`config.mk`:
```
export PLATFORM = sky130hd
export DESIGN_NAME = sextet_key_decoder
export DESIGN_NICKNAME = d
export VERILOG_FILES = /design/src/hdl/skd_pkg.sv /design/src/hdl/skd_front.sv /design/src/hdl/skd_queue.sv /design/src/hdl/skd_back.sv /design/src/hdl/sextet_key_decoder.sv
export SDC_FILE = /design/constraint.sdc
export NUM_CORES = 1
export LEC_CHECK = 0
export BUFFER_PORTS_ARGS = -buffer_cell sky130_fd_sc_hd__buf_2
export CAP_MARGIN = 20
export CORE_MARGIN = 2
export CORE_UTILIZATION = 56
export CTS_BUF_LIST = sky130_fd_sc_hd__clkbuf_8
export DETAILED_ROUTE_END_ITERATION = 8
export PLACE_DENSITY = 0.83
export SYNTH_ARGS = -nofsm -noshare
export SYNTH_HDL_FRONTEND = slang
export SYNTH_SLANG_ARGS = --single-unit
```
`constraint.sdc`:
```
create_clock -name clk -period 6 [get_ports clk]
set_input_delay 0.6 -clock clk [delete_from_list [all_inputs] [get_ports clk]]
set_output_delay 0.6 -clock clk [all_outputs]
set_load 0.01 [all_outputs]
```
`src/hdl/skd_pkg.sv`:
```
// Types, constants and lookup functions of the sextet key decoder
package skd_pkg;

  localparam int KEY_SYMBOLS = 12;
  localparam int SEXTET_W    = 6;
  localparam int CHAR_W      = 8;
  localparam int CNT_W       = 4;
  localparam int KEY_BITS    = KEY_SYMBOLS * SEXTET_W;
  localparam int BURST_LEN   = KEY_BITS / CHAR_W;
  localparam int ALPHA_SIZE  = 64;

  localparam logic [CHAR_W-1:0] CHAR_NUL   = 8'h00;
  localparam logic [CHAR_W-1:0] CHAR_SPACE = 8'h20;
  localparam logic [CHAR_W-1:0] CHAR_TAB   = 8'h09;
  localparam logic [CHAR_W-1:0] CHAR_CR    = 8'h0d;

  localparam logic [CNT_W-1:0] FULL_COUNT = CNT_W'(KEY_SYMBOLS);
  localparam logic [CNT_W-1:0] LAST_INDEX = CNT_W'(BURST_LEN - 1);

  // first symbol sits in the top byte
  localparam logic [ALPHA_SIZE*CHAR_W-1:0] ALPHABET =
    "+-/0123456789:=@ABCDEFGHJKLMNPQRSTUVWXYZabcdefghijkmnpqrstuvwxyz";

  typedef struct packed {
    logic                hit;
    logic [SEXTET_W-1:0] idx;
  } lookup_t;

  // one finished string handed from front to back
  typedef struct packed {
    logic                err;
    logic [KEY_BITS-1:0] bytes;   // byte 0 in the top bits
  } key_entry_t;

  function automatic lookup_t sextet_lookup(input logic [CHAR_W-1:0] c);
    lookup_t r;
    r = '0;
    for (int k = 0; k < ALPHA_SIZE; k++) begin
      if (ALPHABET[CHAR_W*(ALPHA_SIZE-1-k) +: CHAR_W] == c) begin
        r.hit = 1'b1;
        r.idx = SEXTET_W'(k);
      end
    end
    return r;
  endfunction

  function automatic logic is_blank(input logic [CHAR_W-1:0] c);
    return (c == CHAR_SPACE) || ((c >= CHAR_TAB) && (c <= CHAR_CR));
  endfunction

endpackage

```
`src/hdl/skd_front.sv`:
```
// Front end: takes characters, classifies them and collects sextets
module skd_front import skd_pkg::*; (
  input  logic              clk,
  input  logic              rst,
  input  logic              char_valid,
  input  logic [CHAR_W-1:0] char_code,
  input  logic              q_full,
  output logic              char_ready,
  output logic              push,
  output key_entry_t        push_entry
);

  logic [CNT_W-1:0]    symbol_count;
  logic                error_seen;
  logic [SEXTET_W-1:0] sextet_store [KEY_SYMBOLS];
  logic                take;
  lookup_t             lk;

  assign char_ready = !q_full;
  assign take       = char_valid && char_ready;
  assign lk         = sextet_lookup(char_code);
  assign push       = take && (char_code == CHAR_NUL);

  always_comb begin
    push_entry.err = error_seen || (symbol_count != FULL_COUNT);
    for (int i = 0; i < KEY_SYMBOLS; i++) begin
      push_entry.bytes[KEY_BITS-1-SEXTET_W*i -: SEXTET_W] = sextet_store[i];
    end
  end

  always_ff @(posedge clk) begin
    if (rst) begin
      symbol_count <= '0;
      error_seen   <= 1'b0;
    end else if (take) begin
      if (char_code == CHAR_NUL) begin
        symbol_count <= '0;
        error_seen   <= 1'b0;
      end else if (!is_blank(char_code) && !error_seen) begin
        if (symbol_count >= FULL_COUNT || !lk.hit) begin
          error_seen <= 1'b1;
        end else begin
          symbol_count <= symbol_count + CNT_W'(1);
        end
      end
    end
  end

  // store is payload: written only for a sextet that counts
  always_ff @(posedge clk) begin
    if (take && char_code != CHAR_NUL && !is_blank(char_code) && !error_seen &&
        symbol_count < FULL_COUNT && lk.hit) begin
      sextet_store[symbol_count] <= lk.idx;
    end
  end

endmodule

```
`src/hdl/skd_queue.sv`:
```
// Two-entry queue of finished strings between front and back
module skd_queue import skd_pkg::*; (
  input  logic       clk,
  input  logic       rst,
  input  logic       push,
  input  key_entry_t push_entry,
  input  logic       pop,
  output logic       full,
  output logic       not_empty,
  output key_entry_t head
);

  key_entry_t  mem [2];
  logic        wr_ptr;
  logic        rd_ptr;
  logic [1:0]  fill;

  assign full      = (fill == 2'd2);
  assign not_empty = (fill != 2'd0);
  assign head      = mem[rd_ptr];

  always_ff @(posedge clk) begin
    if (rst) begin
      wr_ptr <= 1'b0;
      rd_ptr <= 1'b0;
      fill   <= 2'd0;
    end else begin
      if (push) wr_ptr <= !wr_ptr;
      if (pop)  rd_ptr <= !rd_ptr;
      case ({push, pop})
        2'b10:   fill <= fill + 2'd1;
        2'b01:   fill <= fill - 2'd1;
        default: fill <= fill;
      endcase
    end
  end

  always_ff @(posedge clk) begin
    if (push) mem[wr_ptr] <= push_entry;
  end

endmodule

```
`src/hdl/skd_back.sv`:
```
// Back end: plays one queued string out as a byte burst or an error item
module skd_back import skd_pkg::*; (
  input  logic              clk,
  input  logic              rst,
  input  logic              q_not_empty,
  input  key_entry_t        q_head,
  output logic              pop,
  output logic              out_valid,
  input  logic              out_ready,
  output logic [CHAR_W-1:0] data_byte,
  output logic              status,
  output logic              last_byte
);

  logic                busy;
  logic                err;
  logic [KEY_BITS-1:0] shreg;
  logic [CNT_W-1:0]    byte_idx;
  logic                done;

  assign out_valid = busy;
  assign status    = err;
  assign data_byte = err ? '0 : shreg[KEY_BITS-1 -: CHAR_W];
  assign last_byte = err || (byte_idx == LAST_INDEX);
  assign done      = busy && out_ready && last_byte;
  // load a new string when idle or right as the current burst ends
  assign pop       = q_not_empty && (!busy || done);

  always_ff @(posedge clk) begin
    if (rst) begin
      busy <= 1'b0;
    end else if (pop) begin
      busy <= 1'b1;
    end else if (done) begin
      busy <= 1'b0;
    end
  end

  always_ff @(posedge clk) begin
    if (pop) begin
      err      <= q_head.err;
      shreg    <= q_head.bytes;
      byte_idx <= '0;
    end else if (busy && out_ready) begin
      shreg    <= shreg << CHAR_W;
      byte_idx <= byte_idx + CNT_W'(1);
    end
  end

endmodule

```
`src/hdl/sextet_key_decoder.sv`:
```
// Top level of the sextet key decoder: front end, string queue, back end
//
//  channel  dir  tdata           tuser   tlast
//  s_*      in   char_code[7:0]  -       -
//  m_*      out  data_byte[7:0]  status  last_byte
//
// One character per cycle unless the queue is full; a NUL is taken in the same cycle and its result
// burst follows: nine bytes one per cycle while m_tready is high, or one error item.
// The front stalls only when two finished strings wait in the queue.
// A new burst starts in the cycle after the previous one ends if a string already waits in the queue.
// rst is synchronous and active high; it clears counts, flags and the queue.
module sextet_key_decoder import skd_pkg::*; (
  input  logic              clk,
  input  logic              rst,
  input  logic              s_tvalid,
  output logic              s_tready,
  input  logic [CHAR_W-1:0] s_tdata,   // [7:0] char_code
  output logic              m_tvalid,
  input  logic              m_tready,
  output logic [CHAR_W-1:0] m_tdata,   // [7:0] data_byte
  output logic              m_tuser,   // [0] status
  output logic              m_tlast
);

  logic       q_full;
  logic       q_not_empty;
  logic       push;
  logic       pop;
  key_entry_t push_entry;
  key_entry_t q_head;

  skd_front u_front (
    .clk        (clk),
    .rst        (rst),
    .char_valid (s_tvalid),
    .char_code  (s_tdata),
    .q_full     (q_full),
    .char_ready (s_tready),
    .push       (push),
    .push_entry (push_entry)
  );

  skd_queue u_queue (
    .clk        (clk),
    .rst        (rst),
    .push       (push),
    .push_entry (push_entry),
    .pop        (pop),
    .full       (q_full),
    .not_empty  (q_not_empty),
    .head       (q_head)
  );

  skd_back u_back (
    .clk         (clk),
    .rst         (rst),
    .q_not_empty (q_not_empty),
    .q_head      (q_head),
    .pop         (pop),
    .out_valid   (m_tvalid),
    .out_ready   (m_tready),
    .data_byte   (m_tdata),
    .status      (m_tuser),
    .last_byte   (m_tlast)
  );

endmodule

```
After elaboration in Yosys (flattened, before gate mapping) --
Memories as Yosys holds them, arrays and structs flattened. A register that Yosys moved wholly into a read port is not among the register bits. Cells that the tools add are included.
Word-level totals: bits in registers 87, bits in writable memories 218, bits of input ports 12, output and inout bits 12, memories kept 2
Memory list:
- u_queue.mem | depth 2, width 73, rd ports 1, clocked after memory_dff 1, wr ports 1, RTL line skd_queue.sv:13 | key_entry_t mem [2];
- u_front.sextet_store | depth 12, width 6, rd ports 12, clocked after memory_dff 0, wr ports 1, RTL line skd_front.sv:15 | logic [SEXTET_W-1:0] sextet_store [KEY_SYMBOLS];
Cells by class: $add $sub $neg 4, order comparisons 4, equal/unequal tests 71, muxes and demuxes 82, reduce and logical (&&, ||, !) cells 34
Operators with widths (count):
- $mux W7 | 64
- $eq A7 B8 Y1 const A | 49
- $mux W72 | 2
- $eq A6 B8 Y1 const A | 15
- $logic_and A1 B1 Y1 | 12
- $mux W4 | 3
- $reduce_bool A2 Y1 | 6
- $mux W1 | 11
- $add A4 B1 Y4 const B | 2
- $eq A8 B6 Y1 const B | 1
- $ge A8 B4 Y1 const B | 1
- $le A8 B4 Y1 const B | 1
- $logic_not A8 Y1 | 1
- $mux W8 | 1
- $reduce_bool A8 Y1 | 1
- $logic_not A1 Y1 | 7
- $reduce_and A3 Y1 | 2
- $logic_or A1 B1 Y1 | 5
- $eq A2 B2 Y1 const B | 2
- $eq A4 B4 Y1 const B | 1
- $ge A4 B4 Y1 const B | 1
- $lt A4 B4 Y1 const B | 1
- $ne A4 B4 Y1 const B | 1
- $pmux W2 S2 | 1
- other kinds (4) | 4

Longest topological paths before layout --
Gate-level depths: netlist (run 1).
depth after elaboration 70, depth in mapped cells 13, mapped depth without buffers 11

By module --
From an unflattened synthesis (run 1), not the netlist that was laid out.
Second synthesis, totals: cells, all modules 719, area, all modules 12690.9 sq um
Modules (own cells, without submodules):
- skd_queue | instances 1, cells each 249, area each 5471.5 sq um
- skd_front | instances 1, cells each 277, area each 3676.0 sq um
- skd_back | instances 1, cells each 193, area each 3543.4 sq um

Worst setup path after synthesis (run 1) --
No wires, ideal clock.
path type input -> register, start point input port s_tdata[0], end point memory u_queue.mem[0][0] (netlist name), enable pin, library setup time 0.506 ns, arrival time 5.054 ns, setup slack 0.440 ns, cell stages on the path 7, cell sequence buf_4 buf_2 or4_1 nor4b_2 and2b_2 inv_1 nor2_1
On the way: longest elaborated chain between the ends 4
Ends and longest elaborated chain:
- start: declaration | RTL line sextet_key_decoder.sv:17 | input logic [CHAR_W-1:0] s_tdata,
- $logic_not A8 Y1 | RTL line skd_front.sv:22 | assign push = take && (char_code == CHAR_NUL);
- $logic_and A1 B1 Y1 | RTL line skd_front.sv:22
- $mux W1 | RTL line skd_queue.sv:39 | if (push) mem[wr_ptr] <= push_entry;
- $mux W1 (not written as such) | RTL line skd_queue.sv:39
- end: declaration | RTL line skd_queue.sv:13
Every way passes these cells.

Worst setup path after layout (run 1) --
start point register u_back.err, in the netlist u_back.status, end point register u_queue.fill[1]
On the way: longest elaborated chain between the ends 6, elaborated cells on any way between the ends 8
Ends and longest elaborated chain:
- start: declaration | RTL line skd_back.sv:16 | logic err;
- start signal: assignment | RTL line skd_back.sv:41 | err <= q_head.err;
- $logic_or A1 B1 Y1 * | RTL line skd_back.sv:24 | assign last_byte = err || (byte_idx == LAST_INDEX);
- $logic_and A1 B1 Y1 * | RTL line skd_back.sv:25 | assign done = busy && out_ready && last_byte;
- $logic_or A1 B1 Y1 * | RTL line skd_back.sv:27 | assign pop = q_not_empty && (!busy || done);
- $logic_and A1 B1 Y1 * | RTL line skd_back.sv:27
- $eq A2 B1 Y1 / $eq A2 B2 Y1 (equally long branches) | RTL line skd_queue.sv:30 | case ({push, pop})
- $pmux W2 S2 / $reduce_bool A2 Y1 (equally long branches)
- end signal: assignment | RTL line skd_queue.sv:31 | 2'b10: fill <= fill + 2'd1;
- end signal: assignment | RTL line skd_queue.sv:32 | 2'b01: fill <= fill - 2'd1;
- end signal: assignment | RTL line skd_queue.sv:33 | default: fill <= fill;
- end: declaration | RTL line skd_queue.sv:16 | logic [1:0] fill;
Every way passes the cells marked *; elsewhere a longest branch is shown, timed or not. A chain may end at the register's enable or synchronous reset.

==> results_dict.tcl, run 1 <==
set metrics [dict create \
    yosysWarningCount 0 \
    setup_viol 0 \
    drc 0 \
    fp.dieW_um 152.3 \
    start_kind "flop" \
    rows 54 \
    final_nets 887 \
    ios 24 \
    min_period_ns 3.305 \
    hold_class "primary input to flop" \
    path_class "flop to flop" \
    syn_area_um2 12310 \
    cts.sinks 306 \
    first_pass_iters 6 \
    crit_fanout 82 \
    finalWirelength_mm 23.59 \
    slowest_delay_ns 0.65 \
    grt_max_degree 83 \
    cts_resized 0 \
    io_buffers 23 \
    busiest_layer "met2" \
    max_freq_ghz 0.3026 \
    cp_common_cell "nand2_1" \
    gp_congestion 0.8782 \
    num_vias 6999 \
    cts_root_buf "clkbuf_8" \
    globalRouteMet2Util 0.3453 \
    avgSynthCellArea_um2 14.71 \
    setup_ws_ns 2.695 \
    hold_buffers 0 \
    synth_edf_count 291 \
    area.growth.synth_to_final_pct 9.378 \
    synth_cell_types 68 \
    status "completed" \
    peakVddDrop_v 0.0005229 \
    fill_cells 1561 \
    die_h_um 152.3 \
    antenna_found_initial 0 \
    crit_path_cell_trace "a31o_2 -> nand2_1 -> nand2_1 -> o21ai_1 -> inv_4 -> ha_1 -> xnor2_1 -> or3_1 -> a21oi_1" \
    hold_violations 0 \
    synth_nets 856 \
    rsz0062_at_grt "no" \
    final.setup.tns_ns 0 \
    period_share 0.5508 \
    overflow 0 \
    worst_slew_pin_slew_ns 1.064 \
    slew_headroom 0.2905 \
    slowest_stage "edfxtp_1" \
    ant_nets 0 \
    numCtsBuffers 46 \
    cts_htree_levels 2 \
    cap_violations 0 \
    met1_usage 0.2704 \
    drtIter0Drc 660 \
    path_clk_slew_ns 0.06 \
    netlist_instances 837 \
    grt_pass1_wl_mm 37.29 \
    layout-drive-gt1-share 0.1185 \
    tritoncts "done" \
    slew_viol_final 0 \
    arrival_ns 3.77 \
    coreArea_um2 21690 \
    postCtsSetupRepairBufs 0 \
    antenna_cells 0 \
    finalClockSkew_ns 0.03209 \
    clockBufferDepth 3 \
    ys_seq_area_frac 0.7340 \
    ys_seq_elements 306 \
    post_drt_wl_per_cell_um 19.94 \
    track_usage 0.2038 \
    synthArstFlopShare 0 \
    place_ws_ns 2.305 \
    clk_latency_ns 0.56 \
    initial_core_util 0.5678 \
    grt_pass1_vias 7103 \
    power.density_nw_per_um2 404.9 \
    synth-main-ff-cell "edfxtp_1" \
    p_leak_nw 4.304 \
    crit_path_end_kind "flop" \
    dieArea_um2 23190 \
    final_common_cell "edfxtp_1" \
    grtUsageMet3 0.03385 \
    final_cell_mix "edfxtp_1 (291), nor2_1 (102), a21oi_1 (86)" \
    required_ns 6.46 \
    hpwl_mm 13.42 \
    via_per_inst 5.916 \
]
[cell families after synthesis]
logic type / share of synthesized area
flops: 0.7340
simple gates: 0.09358
compound gates: 0.07661
mux: 0.06106
buf+inv: 0.02195
xor+xnor: 0.005690
fa+ha+maj: 0.007112
[final cells by class]
type / instances / area (um^2) / share of cell area
Clock inverter: 36 / 155.1 / 0.01152
Inverter: 15 / 58.81 / 0.004366
Sequential cell: 306 / 9042 / 0.6713
Clock buffer: 47 / 646.9 / 0.04803
Multi-Input combinational cell: 467 / 3033 / 0.2252
Tap cell: 280 / 350.3 / 0.02601
Timing Repair Buffer: 32 / 182.7 / 0.01356
[flip-flops by register name, indices dropped and copies added (netlist names), named ones only]
name and count:
u_front.symbol_count 4, u_queue.wr_ptr 1, u_queue.fill 2, u_back.byte_idx 4, u_front.error_seen 1, u_front.sextet_store 72, u_queue.mem 146, u_back.shreg 72
u_back.status 1, u_queue.rd_ptr 1, u_back.out_valid 1
[routing by layer]
metal	routed length, um	part of all wire
met1	9846	0.42
met2	11740	0.50
met3	1398	0.059
met4	602	0.026
met5	0	0
[critical path, delay by kind of cell, from the launching register on]
family,cells,cell delay (ns)
AO/OA/AOI/OAI,3,0.98
flip-flops,1,0.65
buffers and inverters,1,0.53
AND/OR/NAND/NOR,3,0.43
adder cells (fa/ha/maj),1,0.43
XOR/XNOR,1,0.15
[power by group]
group | internal (mW) | leakage (nW) | switching (mW)
Clock | 0.730 | 0.465 | 0.743
Combinational | 0.362 | 1.09 | 0.744
Sequential | 2.77 | 2.75 | 0.105
[cells in the mapped netlist (4+ instances only)]
cell,instances,area [um^2]
a21oi_1,87,435.4
inv_2,4,15.01
o21ai_0,14,70.07
mux2i_1,74,740.7
or3_1,5,31.28
nor2_1,103,386.6
clkbuf_1,34,127.6
xnor2_1,7,61.31
and4_1,11,96.34
dfxtp_1,15,300.3
edfxtp_1,291,8738
nand2_1,27,101.4
o22ai_1,9,56.30
nor3_1,9,45.04
nand2b_1,11,68.82
a211oi_1,6,45.04
buf_2,9,45.04
nand3_1,13,65.06
nor2b_1,15,93.84
ha_1,7,87.58
o211ai_1,5,37.54
inv_1,11,41.29
[path summary, 6_finish.rpt]
kind	from	end	slack [ns]	cells past startpoint
worst max register to register	u_back.status$_DFFE_PP_	u_queue.fill[1]$_SDFFE_PP0P_	2.70	9
worst min-delay path	rst	flop	0.35	2
worst min register to register	u_front.sextet_store[4][1]$_DFFE_PP_	u_queue.mem[1][43]$_DFFE_PP_	0.43	0
worst max-delay path	u_back.status$_DFFE_PP_	u_queue.fill[1]$_SDFFE_PP0P_	2.70	9
[through the flow]
step	power [mW]	cell area (um^2)	cells	utilization	hold WS, ns
floorplan	3.743	12310	837	-	0.4215
global placement	3.964	12660	1099	0.5837	0.4221
detailed placement	4.018	12660	1099	0.5837	0.4302
CTS	5.500	13460	1182	0.6207	0.3109
global route	5.722	13470	1183	0.6210	0.3457
finish	5.453	13470	1183	0.6210	0.3533
No activity file was read; power rests on OpenSTA's default activity.
==> inputs of run 2 (changes only) <==
PLACE_DENSITY = 0.86   (was 0.83)
clock period = 2.65 ns   (was 6 ns; I/O delays follow)
==> run 2 against run 1 <==
Net effect:
- highest routed layer unchanged
- sequential cell count is the same
- utilization grew 2.9 points
- via count grew 3.7%
- largest cell class unchanged
- worst setup slack lost 2.4 ns
==> results_dict.tcl, run 2 (synthesized netlist as in run 1, its figures left out) <==
set metrics [dict create \
    setup_viol 0 \
    cp_common_cell "nand2_1" \
    finalClockSkew_ns 0.01304 \
    postCtsSetupRepairBufs 0 \
    initial_core_util 0.5678 \
    peakVddDrop_v 0.001077 \
    hpwl_mm 16.70 \
    grt_pass1_wl_mm 40.08 \
    die_h_um 152.3 \
    post_drt_wl_per_cell_um 20.67 \
    start_kind "flop" \
    regMostFlops "u_queue.mem" \
    hold_class "primary input to flop" \
    cts_root_buf "clkbuf_8" \
    rsz0062_at_grt "no" \
    gp_congestion 0.9070 \
    crit_path_cell_trace "inv_1 -> ha_1 -> a31o_2 -> nand2_1 -> nand2_1 -> o21ai_2 -> inv_4 -> buf_12 -> buf_4 -> a21oi_1" \
    slowest_delay_ns 0.33 \
    critPathBufInv 4 \
    cts_htree_levels 2 \
    required_ns 2.99 \
    layout-drive-gt1-share 0.1832 \
    final.setup.tns_ns 0 \
    min_period_ns 2.351 \
    slew_viol_final 0 \
    slowest_stage "dfxtp_1" \
    hold_violations 0 \
    p_leak_nw 4.648 \
    slew_headroom 0.6022 \
    overflow 0 \
    max_freq_ghz 0.4253 \
    numCtsBuffers 46 \
    track_usage 0.2210 \
    period_share 0.8873 \
    final_nets 952 \
    status "completed" \
    cts_resized 0 \
    via_per_inst 5.823 \
    fill_cells 1493 \
    cts.sinks 306 \
    dieArea_um2 23190 \
    fp.dieW_um 152.3 \
    grt_pass1_vias 7362 \
    cap_violations 0 \
    clk_latency_ns 0.54 \
    power.density_nw_per_um2 899.7 \
    largest_reg_flops 146 \
    area.growth.synth_to_final_pct 14.52 \
    grt_max_degree 73 \
    arrival_ns 2.69 \
    final_cell_mix "edfxtp_1 (291), nor2_1 (102), a21oi_1 (86)" \
    ios 24 \
    first_pass_iters 5 \
    ant_nets 0 \
    clockBufferDepth 3 \
    top_regs "u_queue.mem: 146 flops, u_back.shreg: 72 flops, u_front.sextet_store: 72 flops" \
    rows 54 \
    drc 0 \
    holdWs_ns 0.04321 \
    final_common_cell "edfxtp_1" \
    path_clk_slew_ns 0.06 \
    coreArea_um2 21690 \
    io_buffers 23 \
    crit_fanout 45 \
    antenna_found_initial 0 \
    finalWirelength_mm 25.75 \
    crit_path_end_kind "flop" \
    drtIter0Drc 728 \
    cpLargestDelayFamily "compound AO/OA/AOI/OAI gates" \
    tritoncts "done" \
    hold_buffers 1 \
    path_class "flop to flop" \
    antenna_cells 0 \
    worst_slew_pin_slew_ns 0.5874 \
    num_vias 7256 \
]
## run 2: worst min-delay path: cells and delay by family
kind	cells	cell delay, ns
AOI/OAI and AO/OA	1	0.06
buffers and inverters	1	0.13
and+or+nand+nor	1	0.08
## run 2: per-stage QoR
| stage | cells | cell area, um^2 | util | setup WS [ns] | power, mW |
|---|---|---|---|---|---|
| global route | 1246 | 14100 | 0.6502 | 0.1230 | 13.27 |
| detailed placement | 1164 | 13280 | 0.6124 | 0.02365 | 9.364 |
| CTS | 1246 | 14100 | 0.6502 | 0.3299 | 12.78 |
| global placement | 1164 | 13280 | 0.6124 | 0.1161 | 9.207 |
| floorplan | 837 | 12380 | - | -0.3711 | 8.429 |
| finish | 1246 | 14100 | 0.6502 | 0.2986 | 12.69 |
## run 2: path summary, 6_finish.rpt
path	startpoint	to	slack [ns]	cells after the start
min reg2reg	u_front.sextet_store[4][3]$_DFFE_PP_	u_queue.mem[1][45]$_DFFE_PP_	0.44	0
max reg2reg	u_back.byte_idx[0]$_SDFFE_PP0P_	u_back.shreg[54]$_DFFE_PP_	0.30	10
min	m_tready	u_back.byte_idx[1]$_SDFFE_PP0P_	0.04	3
max	u_back.byte_idx[0]$_SDFFE_PP0P_	u_back.shreg[54]$_DFFE_PP_	0.30	10
## run 2: layer usage
metal / part of all wire / global-route usage
met1: 0.41 / 0.2903
met3: 0.056 / 0.04010
met4: 0.023 / 0.07833
met5: 0 / 0
met2: 0.51 / 0.3741
## run 2: power breakdown
group / switching [mW] / internal [mW]
Sequential: 0.284 / 6.25
Clock: 1.70 / 1.72
Combinational: 1.70 / 1.03
Total: 3.69 / 9.00
## run 2: area by class of cell
cell class | count | area [um^2] | area share
clock buffers | 46 | 633.1 | 0.04489
clock inverters | 35 | 176.4 | 0.01251
inverters | 15 | 58.81 | 0.004170
multi-input cells | 467 | 3043 | 0.2158
flip-flops and latches | 306 | 9042 | 0.6412
well taps | 280 | 350.3 | 0.02484
repair buffers | 97 | 798.3 | 0.05661
